**config.mk**
```make
export PLATFORM = sky130hd
export DESIGN_NAME = utf8_window_decoder
export DESIGN_NICKNAME = d
export VERILOG_FILES = /design/src/hdl/u8wd_pkg.sv /design/src/hdl/u8wd_decode.sv /design/src/hdl/utf8_window_decoder.sv
export VERILOG_INCLUDE_DIRS = /design/src /design/src/hdl
export SDC_FILE = /design/constraint.sdc
export NUM_CORES = 1
export LEC_CHECK = 0
export ABC_AREA = 0
export BUFFER_PORTS_ARGS = -buffer_cell sky130_fd_sc_hd__buf_2
export CORE_MARGIN = 5
export CORE_UTILIZATION = 47
export CTS_CLUSTER_SIZE = 40
export DETAILED_ROUTE_END_ITERATION = 7
export PLACE_DENSITY = 0.82
export SETUP_SLACK_MARGIN = 0.15
export SKIP_CTS_REPAIR_TIMING = 1
export SYNTH_ARGS = -nofsm -noshare
export SYNTH_HDL_FRONTEND = slang
export SYNTH_SLANG_ARGS = --single-unit
```
**constraint.sdc**
```tcl
create_clock -name clk -period 2 [get_ports clk]
set_input_delay 0.2 -clock clk [delete_from_list [all_inputs] [get_ports clk]]
set_output_delay 0.2 -clock clk [all_outputs]
set_load 0.02 [all_outputs]
```
**src/hdl/utf8_window_decoder_defines.svh**
```systemverilog
// Assertion macros used by the UTF-8 window decoder top level.
`ifndef UTF8_WINDOW_DECODER_DEFINES_SVH
`define UTF8_WINDOW_DECODER_DEFINES_SVH

// Same-cycle implication, checked only outside reset.
`define U8WD_ASSERT_IMPLIES(label, ante, cons) \
    label: assert property (@(posedge clk) disable iff (!rst_n) (ante) |-> (cons)) \
        else $error("u8wd assertion failed: same-cycle implication");

// Next-cycle implication, checked only outside reset.
`define U8WD_ASSERT_NEXT(label, ante, cons) \
    label: assert property (@(posedge clk) disable iff (!rst_n) (ante) |=> (cons)) \
        else $error("u8wd assertion failed: next-cycle implication");

`endif

```
**src/hdl/u8wd_pkg.sv**
```systemverilog
// Types, status codes and lead-byte classification for the UTF-8 window decoder.
`default_nettype none

package u8wd_pkg;

    typedef enum logic [1:0] {
        ST_OK      = 2'd0,
        ST_TRUNC   = 2'd1,
        ST_BADCONT = 2'd2,
        ST_BADLEAD = 2'd3
    } status_t;

    typedef struct packed {
        logic [7:0] lead_byte;
        logic [7:0] second_byte;
        logic [7:0] third_byte;
        logic [7:0] fourth_byte;
        logic [2:0] bytes_available;
    } window_t;

    typedef struct packed {
        logic [20:0] code_point;
        logic [2:0]  bytes_used;
        status_t     status;
    } result_t;

    localparam logic [2:0] MAX_BYTES = 3'd4;

    // Sequence length from the top five bits of the lead byte; 0 marks a bad lead.
    function automatic logic [2:0] lead_len(input logic [4:0] top);
        logic [2:0] len;
        begin
            if (top[4] == 1'b0)
            begin
                len = 3'd1;
            end
            else if (top[4:2] == 3'b110)
            begin
                len = 3'd2;
            end
            else if (top[4:1] == 4'b1110)
            begin
                len = 3'd3;
            end
            else if (top == 5'b11110)
            begin
                len = 3'd4;
            end
            else
            begin
                len = 3'd0;
            end
            return len;
        end
    endfunction

    function automatic logic is_cont(input logic [7:0] b);
        return b[7:6] == 2'b10;
    endfunction

endpackage

`default_nettype wire

```
**src/hdl/u8wd_decode.sv**
```systemverilog
// Combinational decode of one registered byte window into a code point and status.
`default_nettype none

module u8wd_decode (
    input  u8wd_pkg::window_t window,
    output u8wd_pkg::result_t result
);

    logic [2:0] seq_len;
    logic [2:0] avail;
    logic       c1;
    logic       c2;
    logic       c3;

    always_comb
    begin
        seq_len = u8wd_pkg::lead_len(window.lead_byte[7:3]);
        // clamp counts of five to seven down to four
        avail   = window.bytes_available[2] ? u8wd_pkg::MAX_BYTES : window.bytes_available;
        c1      = u8wd_pkg::is_cont(window.second_byte);
        c2      = u8wd_pkg::is_cont(window.third_byte);
        c3      = u8wd_pkg::is_cont(window.fourth_byte);

        result.code_point = 21'd0;
        result.bytes_used = 3'd0;
        result.status     = u8wd_pkg::ST_OK;

        priority if (seq_len == 3'd0)
        begin
            result.status = u8wd_pkg::ST_BADLEAD;
        end
        else if (avail < seq_len)
        begin
            result.status = u8wd_pkg::ST_TRUNC;
        end
        else
        begin
            unique case (seq_len)
                3'd1:
                begin
                    result.code_point = {13'd0, window.lead_byte};
                    result.bytes_used = seq_len;
                end
                3'd2:
                begin
                    if (!c1)
                    begin
                        result.status = u8wd_pkg::ST_BADCONT;
                    end
                    else
                    begin
                        result.code_point = {10'd0, window.lead_byte[4:0],
                                             window.second_byte[5:0]};
                        result.bytes_used = seq_len;
                    end
                end
                3'd3:
                begin
                    if (!(c1 && c2))
                    begin
                        result.status = u8wd_pkg::ST_BADCONT;
                    end
                    else
                    begin
                        result.code_point = {5'd0, window.lead_byte[3:0],
                                             window.second_byte[5:0],
                                             window.third_byte[5:0]};
                        result.bytes_used = seq_len;
                    end
                end
                3'd4:
                begin
                    if (!(c1 && c2 && c3))
                    begin
                        result.status = u8wd_pkg::ST_BADCONT;
                    end
                    else
                    begin
                        result.code_point = {window.lead_byte[2:0],
                                             window.second_byte[5:0],
                                             window.third_byte[5:0],
                                             window.fourth_byte[5:0]};
                        result.bytes_used = seq_len;
                    end
                end
                default:
                begin
                    result.status = u8wd_pkg::ST_BADLEAD;
                end
            endcase
        end
    end

endmodule

`default_nettype wire

```
**src/hdl/utf8_window_decoder.sv**
```systemverilog
// Top level of the UTF-8 window decoder: input register, decode, result register.
// A window is held in the input register and its result, with done, in the result register.
// Throughput: one window per cycle; busy stays low, so start may be held every cycle.
// The decode is one pass of lead classification, continuation checks and bit packing.
// The receiver cannot stall: done is high for a single cycle per result; the result ports hold the last one.
// Reset (rst_n low, asynchronous) clears both valid flags; a result in flight is lost, none is made.
`default_nettype none

`include "utf8_window_decoder_defines.svh"

module utf8_window_decoder (
    input  logic        clk,
    input  logic        rst_n,
    input  logic        start,
    output logic        busy,
    input  logic [7:0]  lead_byte,
    input  logic [7:0]  second_byte,
    input  logic [7:0]  third_byte,
    input  logic [7:0]  fourth_byte,
    input  logic [2:0]  bytes_available,
    output logic        done,
    output logic [20:0] code_point,
    output logic [2:0]  bytes_used,
    output logic [1:0]  status
);

    // input stage: one transaction per cycle, no back-pressure
    logic               in_valid_reg;
    logic               in_valid_next;
    u8wd_pkg::window_t  window_reg;
    u8wd_pkg::window_t  window_next;

    // result stage
    logic               done_reg;
    logic               done_next;
    u8wd_pkg::result_t  result_reg;
    u8wd_pkg::result_t  result_next;

    u8wd_pkg::result_t  decoded;

    // The pipeline never backs up, so start is always taken.
    assign busy = 1'b0;

    always_comb
    begin
        in_valid_next = start && !busy;
        window_next   = window_reg;
        if (in_valid_next)
        begin
            // capture the window only for a new transaction
            window_next.lead_byte       = lead_byte;
            window_next.second_byte     = second_byte;
            window_next.third_byte      = third_byte;
            window_next.fourth_byte     = fourth_byte;
            window_next.bytes_available = bytes_available;
        end
    end

    always_ff @(posedge clk or negedge rst_n)
    begin
        if (!rst_n)
        begin
            in_valid_reg <= 1'b0;
        end
        else
        begin
            in_valid_reg <= in_valid_next;
        end
    end

    always_ff @(posedge clk)
    begin
        window_reg <= window_next;
    end

    // classify the lead, check continuations, pack the code point
    u8wd_decode u_decode (
        .window (window_reg),
        .result (decoded)
    );

    always_comb
    begin
        done_next   = in_valid_reg;
        // hold the last result when idle
        result_next = in_valid_reg ? decoded : result_reg;
    end

    always_ff @(posedge clk or negedge rst_n)
    begin
        if (!rst_n)
        begin
            done_reg <= 1'b0;
        end
        else
        begin
            done_reg <= done_next;
        end
    end

    always_ff @(posedge clk)
    begin
        result_reg <= result_next;
    end

    assign done       = done_reg;
    assign code_point = result_reg.code_point;
    assign bytes_used = result_reg.bytes_used;
    assign status     = result_reg.status;

    // result field checks used by the assertions below
    logic err_zeroed;
    logic used_legal;

    assign err_zeroed = (code_point == 21'd0) && (bytes_used == 3'd0);
    assign used_legal = (bytes_used != 3'd0) && (bytes_used <= u8wd_pkg::MAX_BYTES);

    // every window in the decode stage leaves the result stage in the next cycle
    `U8WD_ASSERT_NEXT(a_window_reaches_result, in_valid_reg, done)
    // a strobe only follows a window in the decode stage
    `U8WD_ASSERT_IMPLIES(a_done_has_source, done, $past(in_valid_reg))
    // errors report zero code point and zero bytes used
    `U8WD_ASSERT_IMPLIES(a_error_zeroes, done && (status != u8wd_pkg::ST_OK), err_zeroed)
    // a good decode consumes one to four bytes
    `U8WD_ASSERT_IMPLIES(a_ok_length, done && (status == u8wd_pkg::ST_OK), used_legal)

endmodule

`default_nettype wire

```
== Word-level counts from Yosys, hierarchy flattened ==
Cells that the tools add are included.

* Register bits after elaboration: 63
* Input bits: 38

* $lt $le $gt $ge: 1
* Equal/unequal tests: 10
* Mux-type cells: 14
* Reduce and logical (&&, ||, !) cells: 4

{| class="wikitable"
|+ Operator list
! cell !! number
|-
| 24-bit case mux with 4 select lines || 1
|-
| 24-bit 2-to-1 mux || 1
|-
| 19-bit 2-to-1 mux || 1
|-
| 3-bit 2-to-1 mux || 5
|-
| 14-bit 2-to-1 mux || 1
|-
| 2-bit 2-to-1 mux || 4
|-
| 2-bit case mux with 4 select lines || 1
|-
| 2-bit equality test (second input constant) || 3
|-
| 3-bit by 2-bit equality test with 1-bit output (second input constant) || 2
|-
| 3-bit equality test (second input constant) || 2
|-
| 5-bit equality test (second input constant) || 1
|-
| 4-bit equality test (second input constant) || 1
|-
| 3-bit by 1-bit equality test with 1-bit output (second input constant) || 1
|-
| 3-bit zero test || 1
|-
| 3-bit less-than comparator || 1
|-
| 1-bit logical AND || 2
|-
| 2-bit OR reduction || 1
|}

== Logic depth before layout (Yosys ltp) ==
Gate-level depths: netlist (run 1).

* Depth after elaboration: 8
* Gate-level depth with buffers: 8

== Modules after synthesis ==
From an unflattened synthesis (run 1), not the netlist that was laid out.

* Cells, all modules: 157
* Area total of the unflattened synthesis: 2547.4 µm²

{| class="wikitable"
|+ Modules (own cells, without submodules)
! module !! instances !! cells an instance !! area an instance (µm²)
|-
| utf8_window_decoder || 1 || 65 || 1893.1
|-
| u8wd_decode || 1 || 92 || 654.4
|}

== Worst setup path before layout (run 1) ==
OpenSTA, ideal clock, no wires.

* Kind: register to register
* Start point: reg window_reg[32] in the netlist's numbering
* End point: reg result_reg, in the netlist bytes_used[2] (data pin)
* Library setup time: 268 ps
* Arrival: 1964 ps
* Path slack: -232 ps
* Cell stages (with the launch flop): 8
* Buffers on the path: 1
* Cell sequence: edfxtp_1 > nand4_2 > or2_2 > ha_1 > a21o_1 > a31oi_2 > buf_2 > nor3_1

* Cells in the longest elaborated chain, start to end: 7
* Elaborated cells between the ends (all ways): 18
* Classes of those cells: order compare (1); eq/ne (7); mux (8); reduce/logical (2)

{| class="wikitable"
|+ RTL lines
! item !! line !! text
|-
| from (decl) || utf8_window_decoder.sv:30 || <nowiki>u8wd_pkg::window_t window_reg;</nowiki>
|-
| from (signal assigned) || utf8_window_decoder.sv:73 || <nowiki>window_reg <= window_next;</nowiki>
|-
| 5-bit equality test || u8wd_pkg.sv:45 || <nowiki>else if (top == 5'b11110)</nowiki>
|-
| 3-bit 2-to-1 mux || u8wd_pkg.sv:45 ||
|-
| 3-bit 2-to-1 mux || u8wd_pkg.sv:41 || <nowiki>else if (top[4:1] == 4'b1110)</nowiki>
|-
| 3-bit 2-to-1 mux (*) || u8wd_pkg.sv:37 || <nowiki>else if (top[4:2] == 3'b110)</nowiki>
|-
| 3-bit 2-to-1 mux (*) || u8wd_pkg.sv:33 || <nowiki>if (top[4] == 1'b0)</nowiki>
|-
| 3-bit less-than comparator, or another cell as far along || u8wd_decode.sv:32 || <nowiki>else if (avail < seq_len)</nowiki>
|-
| 2-bit OR reduction (no line) or 24-bit case mux with 4 select lines (tied branches) || n/a ||
|-
| to (signal assigned) || utf8_window_decoder.sv:103 || <nowiki>result_reg <= result_next;</nowiki>
|-
| to (decl) || utf8_window_decoder.sv:36 || <nowiki>u8wd_pkg::result_t result_reg;</nowiki>
|}

Every way passes the cells marked *; elsewhere a longest branch is shown, timed or not.
A chain may end at the register's enable or synchronous reset.

== Worst setup path after layout (run 1) ==
* Start point: reg window_reg[34] in the netlist's numbering
* End point: reg result_reg, in the netlist code_point[8] (data pin)

* Cells in the longest elaborated chain, start to end: 7
* Elaborated cells between the ends (all ways): 15
* Classes of those cells: order compare (1); eq/ne (7); mux (5); reduce/logical (2)

{| class="wikitable"
|+ RTL lines
! item !! line
|-
| 5-bit equality test || u8wd_pkg.sv:45
|-
| 3-bit 2-to-1 mux || u8wd_pkg.sv:45
|-
| 3-bit 2-to-1 mux || u8wd_pkg.sv:41
|-
| 3-bit 2-to-1 mux || u8wd_pkg.sv:37
|-
| 3-bit 2-to-1 mux (*) || u8wd_pkg.sv:33
|-
| 3-bit less-than comparator, or another cell as far along || u8wd_decode.sv:32
|-
| 2-bit OR reduction (no line) or 24-bit case mux with 4 select lines (tied branches) || n/a
|}

Marks and branches as above.

==> flow_metrics.tcl, run 1 <==
set metrics [dict create \
    layout-drive-gt1-share_pct 48.6 \
    slew_violations 0 \
    fp-row-count 27 \
    ir_drop_v 0.000615 \
    die_area_sq_um 7040 \
    synthesis.area_sq_um 2570 \
    grt_pass1_wl_um 7770 \
    max_cap_viol_count 0 \
    setup-tns-final_ns -0.0630 \
    startpoint_type "flip-flop" \
    final.period_utilization_pct 101 \
    worstMarginPinSlew_ns 0.744 \
    min_from "third_byte[6]" \
    p_leak_nw 1.25 \
    violations "negative setup slack" \
    dr.pass1.iters 5 \
    synth_cells 163 \
    postRouteAntennaNets 0 \
    globalplace.congestion 0.778 \
    syn_to_final_growth_pct 33.7 \
    worstRegToRegCells 7 \
    dr.first_iter.drc_count 159 \
    r2r_start "window_reg[34]" \
    worstSetupPathType "flip-flop to flip-flop" \
    start_util_pct 47.5 \
    fin_ws_ns -0.0212 \
    endpoint_kind "flip-flop" \
    cp.required_ns 2.08 \
    fmax_mhz 495 \
    via_count 1699 \
    antenna_found_initial 0 \
    whs_path_depth 1 \
    final_cell_area_sq_um 3430 \
    r2r_slack_ns -0.02 \
    critical_path.reg2reg.endpoint "code_point[8]" \
    crit_slowest_cell "edfxtp_1" \
    wl_per_cell_um 15.7 \
    clk_pin_slew_worst_paths_ns 0.06 \
    ys_ff_latch 63 \
    insertion_delay_ns 0.33 \
    cp_num_buf_inv 1 \
    dieWidth_um 83.9 \
    fillers 400 \
    critPathTopFamily "compound AO/OA/AOI/OAI gates" \
    place_hpwl_um 3440 \
    ys_types 36 \
    grtUsageTotal_pct 14.4 \
    pre_cts_ws_ns 0.00705 \
    remaining_drc_errors 0 \
    slew_headroom_pct 50.4 \
    finalHoldViolCount 0 \
    syn_nets 203 \
    fin_crit_ns 2.02 \
    final_common_cell "buf_2" \
    final_cell_mix "64 x buf_2, 61 x edfxtp_1, 14 x buf_4, 12 x nand2_1" \
    largest_reg_flops 35 \
    io_buffers 64 \
    grt_start_max_net_pins 37 \
    utilization_pct 63.5 \
    wirelength_um 5080 \
    cts_made_buffers 9 \
    vias_per_cell 5.26 \
    dpl-instance-area_sq_um 3060 \
    rsz0062_at_grt "true" \
    arrival_ns 2.10 \
    cts_buffer_depth 2 \
    hold_class "input pin to flip-flop" \
    final_net_count 288 \
    outcome "complete, but fails checks" \
    p_total_mw 2.98 \
    crit_chain "nand4_2, or2_4, ha_4, a21o_1, a31oi_4, clkbuf_16, nor3_2" \
    avgSynthCellArea_sq_um 15.8 \
    grt_pass1_vias 1618 \
    min_to "window_reg[17]" \
    setup_viol 7 \
    cts_tree "done" \
    skew_ns 0.00894 \
    overflow 0 \
    cp_max_fo 8 \
    cts_root_buf "clkbuf_8" \
    n_antenna_cell 0 \
    critical_path.max_stage_delay_ns 0.41 \
    core_area_sq_um 5410 \
    htree_levels 3 \
    ys_seq_area_share_pct 73.3 \
    ios 66 \
    synth_warnings 0 \
    die-height_um 83.9 \
    cts.sinks 63 \
    powerDensity_nw_per_um2 868 \
]
logic make-up after synthesis:
logic type	after synthesis	share of synthesized area, %
flops	63	73.3
simple gates	53	12.0
compound gates	32	10.7
buf+inv	12	2.87
fa+ha+maj	2	0.975
other cells	1	0.146
worst reg2reg max path, stage by stage (launching register included):
cell	delay [ns]
edfxtp_1	0.41
nand4_2	0.11
or2_4	0.29
ha_4	0.22
a21o_1	0.20
a31oi_4	0.27
clkbuf_16	0.23
nor3_2	0.05
final cells by class:
type / instances / area (sq um) / area share (%)
Tap cell: 72 / 90.1 / 2.62
Clock inverter: 2 / 33.8 / 0.984
Timing Repair Buffer: 84 / 522 / 15.2
Sequential cell: 63 / 1880 / 54.8
Inverter: 2 / 7.51 / 0.219
Clock buffer: 12 / 135 / 3.94
Multi-Input combinational cell: 88 / 763 / 22.2
through the flow:
stage | hold WS (ns) | std cells
final | 0.0376 | 323
after global routing | 0.0187 | 323
after CTS | -0.370 | 317
after detailed placement | -0.0141 | 303
after global placement | -0.0143 | 303
after floorplan | -0.0956 | 163
Yosys cell counts, drive strengths merged:
cell type  instances  area, sq um
a211oi             8         65.1
or3b               1         8.76
a22o               1         8.76
a221oi             7         61.3
nand3b             1         7.51
conb               1         3.75
nor4               1         21.3
o21bai             1         7.51
buf                9         62.6
a21boi             1         7.51
o211a              1         10.0
ha                 2         25.0
a22oi              5         37.5
a211o              1         8.76
nand4              1         12.5
nor3              17         90.1
edfxtp            61         1830
nor2b              8         50.1
nand3              1         5.00
a31oi              1         12.5
nand4bb            1         11.3
dfrtp              2         50.1
a21o               2         15.0
a222oi             4         40.0
nand4b             1         8.76
nor2               3         13.8
or2                2         12.5
inv                2         7.51
clkbuf             1         3.75
nand2             13         48.8
nand2b             3         18.8
report_power, final:
part           leakage, nW  internal (mW)  switching (mW)
logic                0.557          0.167           0.224
clock network       0.0840          0.559           0.424
registers            0.614           1.56          0.0467
metal layers:
metal,track usage (%),part of all wire [%],up-vias
met3,5.23,8.2,13
li1,-,-,814
met1,17.9,42,782
met5,0,0,-
met4,8.33,2.7,0
met2,21.5,47,90
how the worst max path moves through the flow:
stage,start,endpoint,slack [ns],depth (start not counted)
final,window_reg[34],code_point[8],-0.02,7
after detailed placement,window_reg[34],code_point[19],0.007,7
after floorplan,window_reg[32],status[1],0.008,7
after global placement,window_reg[34],bytes_used[2],0.09,7
after global routing,window_reg[34],code_point[8],-0.07,7
after CTS,window_reg[34],code_point[19],-0.001,7
Note: power is estimated with default switching activity, not from simulation.
==> run 2, diff against run 1 <==
Settings changed: SKIP_CTS_REPAIR_TIMING 1 to not set.
==> flow_metrics.tcl, run 2 (synthesis results as in run 1) <==
set metrics [dict create \
    outcome "finished clean" \
    worstMarginPinSlew_ns 0.765 \
    final.period_utilization_pct 98.2 \
    via_count 1733 \
    cp.required_ns 2.04 \
    p_leak_nw 1.23 \
    hold_ws_ns 0.0377 \
    fmax_mhz 509 \
    layout-drive-gt1-share_pct 43.7 \
    dr.pass1.iters 7 \
    remaining_drc_errors 0 \
    vias_per_cell 5.32 \
    crit_chain "nand4_2, or2_4, ha_4, a21o_1, a31oi_4, buf_6, a211oi_1" \
    start_util_pct 47.5 \
    seqCellArea_sq_um 1880 \
    grt_start_max_net_pins 37 \
    slew_violations 0 \
    endpoint_kind "flip-flop" \
    overflow 0 \
    min_to "window_reg[16]" \
    htree_levels 3 \
    cts_root_buf "clkbuf_8" \
    wirelength_um 5050 \
    slew_headroom_pct 48.7 \
    final_common_cell "buf_2" \
    min_from "third_byte[5]" \
    place_hpwl_um 3440 \
    cts_made_buffers 9 \
    cp_max_fo 7 \
    ir_drop_v 0.000618 \
    critPathTopFamily "compound AO/OA/AOI/OAI gates" \
    grt_pass1_wl_um 8230 \
    cts.sinks 63 \
    wl_per_cell_um 15.5 \
    r2r_start "window_reg[32]" \
    io_buffers 64 \
    max_cap_viol_count 0 \
    dieWidth_um 83.9 \
    rsz0062_at_grt "true" \
    fillers 415 \
    arrival_ns 2.01 \
    crit_slowest_cell "edfxtp_1" \
    r2r_slack_ns 0.04 \
    grt_pass1_vias 1661 \
    insertion_delay_ns 0.33 \
    n_antenna_cell 0 \
    ios 66 \
    die-height_um 83.9 \
    startpoint_type "flip-flop" \
    cp_num_buf_inv 1 \
    worstRegToRegCells 7 \
    largest_reg_flops 35 \
    critical_path.reg2reg.endpoint "code_point[1]" \
    final_cell_mix "64 x buf_2, 61 x edfxtp_1, 17 x buf_4, 14 x nor3_1, 12 x nand2_1" \
    setup_viol 0 \
    multi_input_comb_area_sq_um 659 \
    dr.first_iter.drc_count 160 \
    hold_class "input pin to flip-flop" \
    clk_pin_slew_worst_paths_ns 0.06 \
    grtUsageTotal_pct 15.3 \
    antenna_found_initial 0 \
    pre_cts_ws_ns 0.00705 \
    worstSetupPathType "flip-flop to flip-flop" \
    fin_crit_ns 1.96 \
    powerDensity_nw_per_um2 884 \
    critical_path.max_stage_delay_ns 0.38 \
    cts_buffer_depth 2 \
    postRouteAntennaNets 0 \
    fp-row-count 27 \
    syn_to_final_growth_pct 29.7 \
    final_net_count 291 \
    die_area_sq_um 7040 \
    cts_tree "done" \
    fin_ws_ns 0.0368 \
    finalHoldViolCount 0 \
    globalplace.congestion 0.778 \
    whs_path_depth 1 \
    core_area_sq_um 5410 \
    skew_ns 0.00720 \
]
[run 2: cell count changes in the layout (fill, tap and decap cells not counted), moves of 3 or more]
cell,change
a211oi_2,-3
buf_4,+3
nor3_2,-6
a211oi_1,+5
buf_6,+3
nor3_1,+8
[run 2: what timing repair did]
action	CTS	global route
pin swaps	2	2
gates cloned	2	0
hold buffers	1	0
endpoints found under the setup margin	24	26
hold endpoints to repair	2	0
setup buffers	4	2
gates resized for setup	6	5
[run 2: per-layer routing]
metal | global-route usage (%) | routed length [um] | up-vias
li1 | - | - | 822
met1 | 19.1 | 2060 | 796
met2 | 23.6 | 2440 | 106
met3 | 5.13 | 468 | 9
met4 | 7.89 | 78 | 0
met5 | 0 | 0 | -
[run 2: where the power goes]
group	internal [mW]	total (mW)	leakage, nW	switching, mW
clock	0.559	0.981	0.0840	0.422
combinational	0.155	0.359	0.532	0.204
sequential	1.56	1.61	0.614	0.0453
total	2.27	2.95	1.23	0.671
[run 2: through the flow]
stage,area [sq um],power [mW],utilization (%),setup TNS (ns),cells
2_1_floorplan,2600,1.81,-,0,163
4_1_cts,3300,2.95,61.0,0,324
6_report,3330,2.95,61.6,0,326
3_5_place_dp,3060,1.95,56.6,0,303
3_3_place_gp,3060,1.94,56.6,0,303
5_1_grt,3330,3.07,61.6,-0.212,326
[run 2: worst max-delay path by stage]
stage / startpoint / to / slack [ns] / cells past startpoint
floorplan: window_reg[32] / status[1] / 0.008 / 7
global placement: window_reg[34] / bytes_used[2] / 0.09 / 7
detailed placement: window_reg[34] / code_point[19] / 0.007 / 7
CTS: window_reg[34] / code_point[8] / 0.06 / 7
global route: window_reg[32] / code_point[4] / -0.03 / 7
finish: window_reg[32] / code_point[1] / 0.04 / 7
[run 2: final cells by class]
type                       instances  area share [%]
clock buffer                      12            4.06
timing repair buffer              87            15.7
clock inverter                     2            1.01
multi-input combinational         88            19.8
inverter                           2           0.225
tap                               72            2.70
sequential                        63            56.5
[run 2: worst reg2reg max path: cells and delay by family (launching register included)]
family | cells | cell delay [ns]
adder cells (fa/ha/maj) | 1 | 0.24
AO/OA/AOI/OAI | 3 | 0.49
AND/OR/NAND/NOR | 2 | 0.39
buffers and inverters | 1 | 0.18
flip-flops | 1 | 0.38
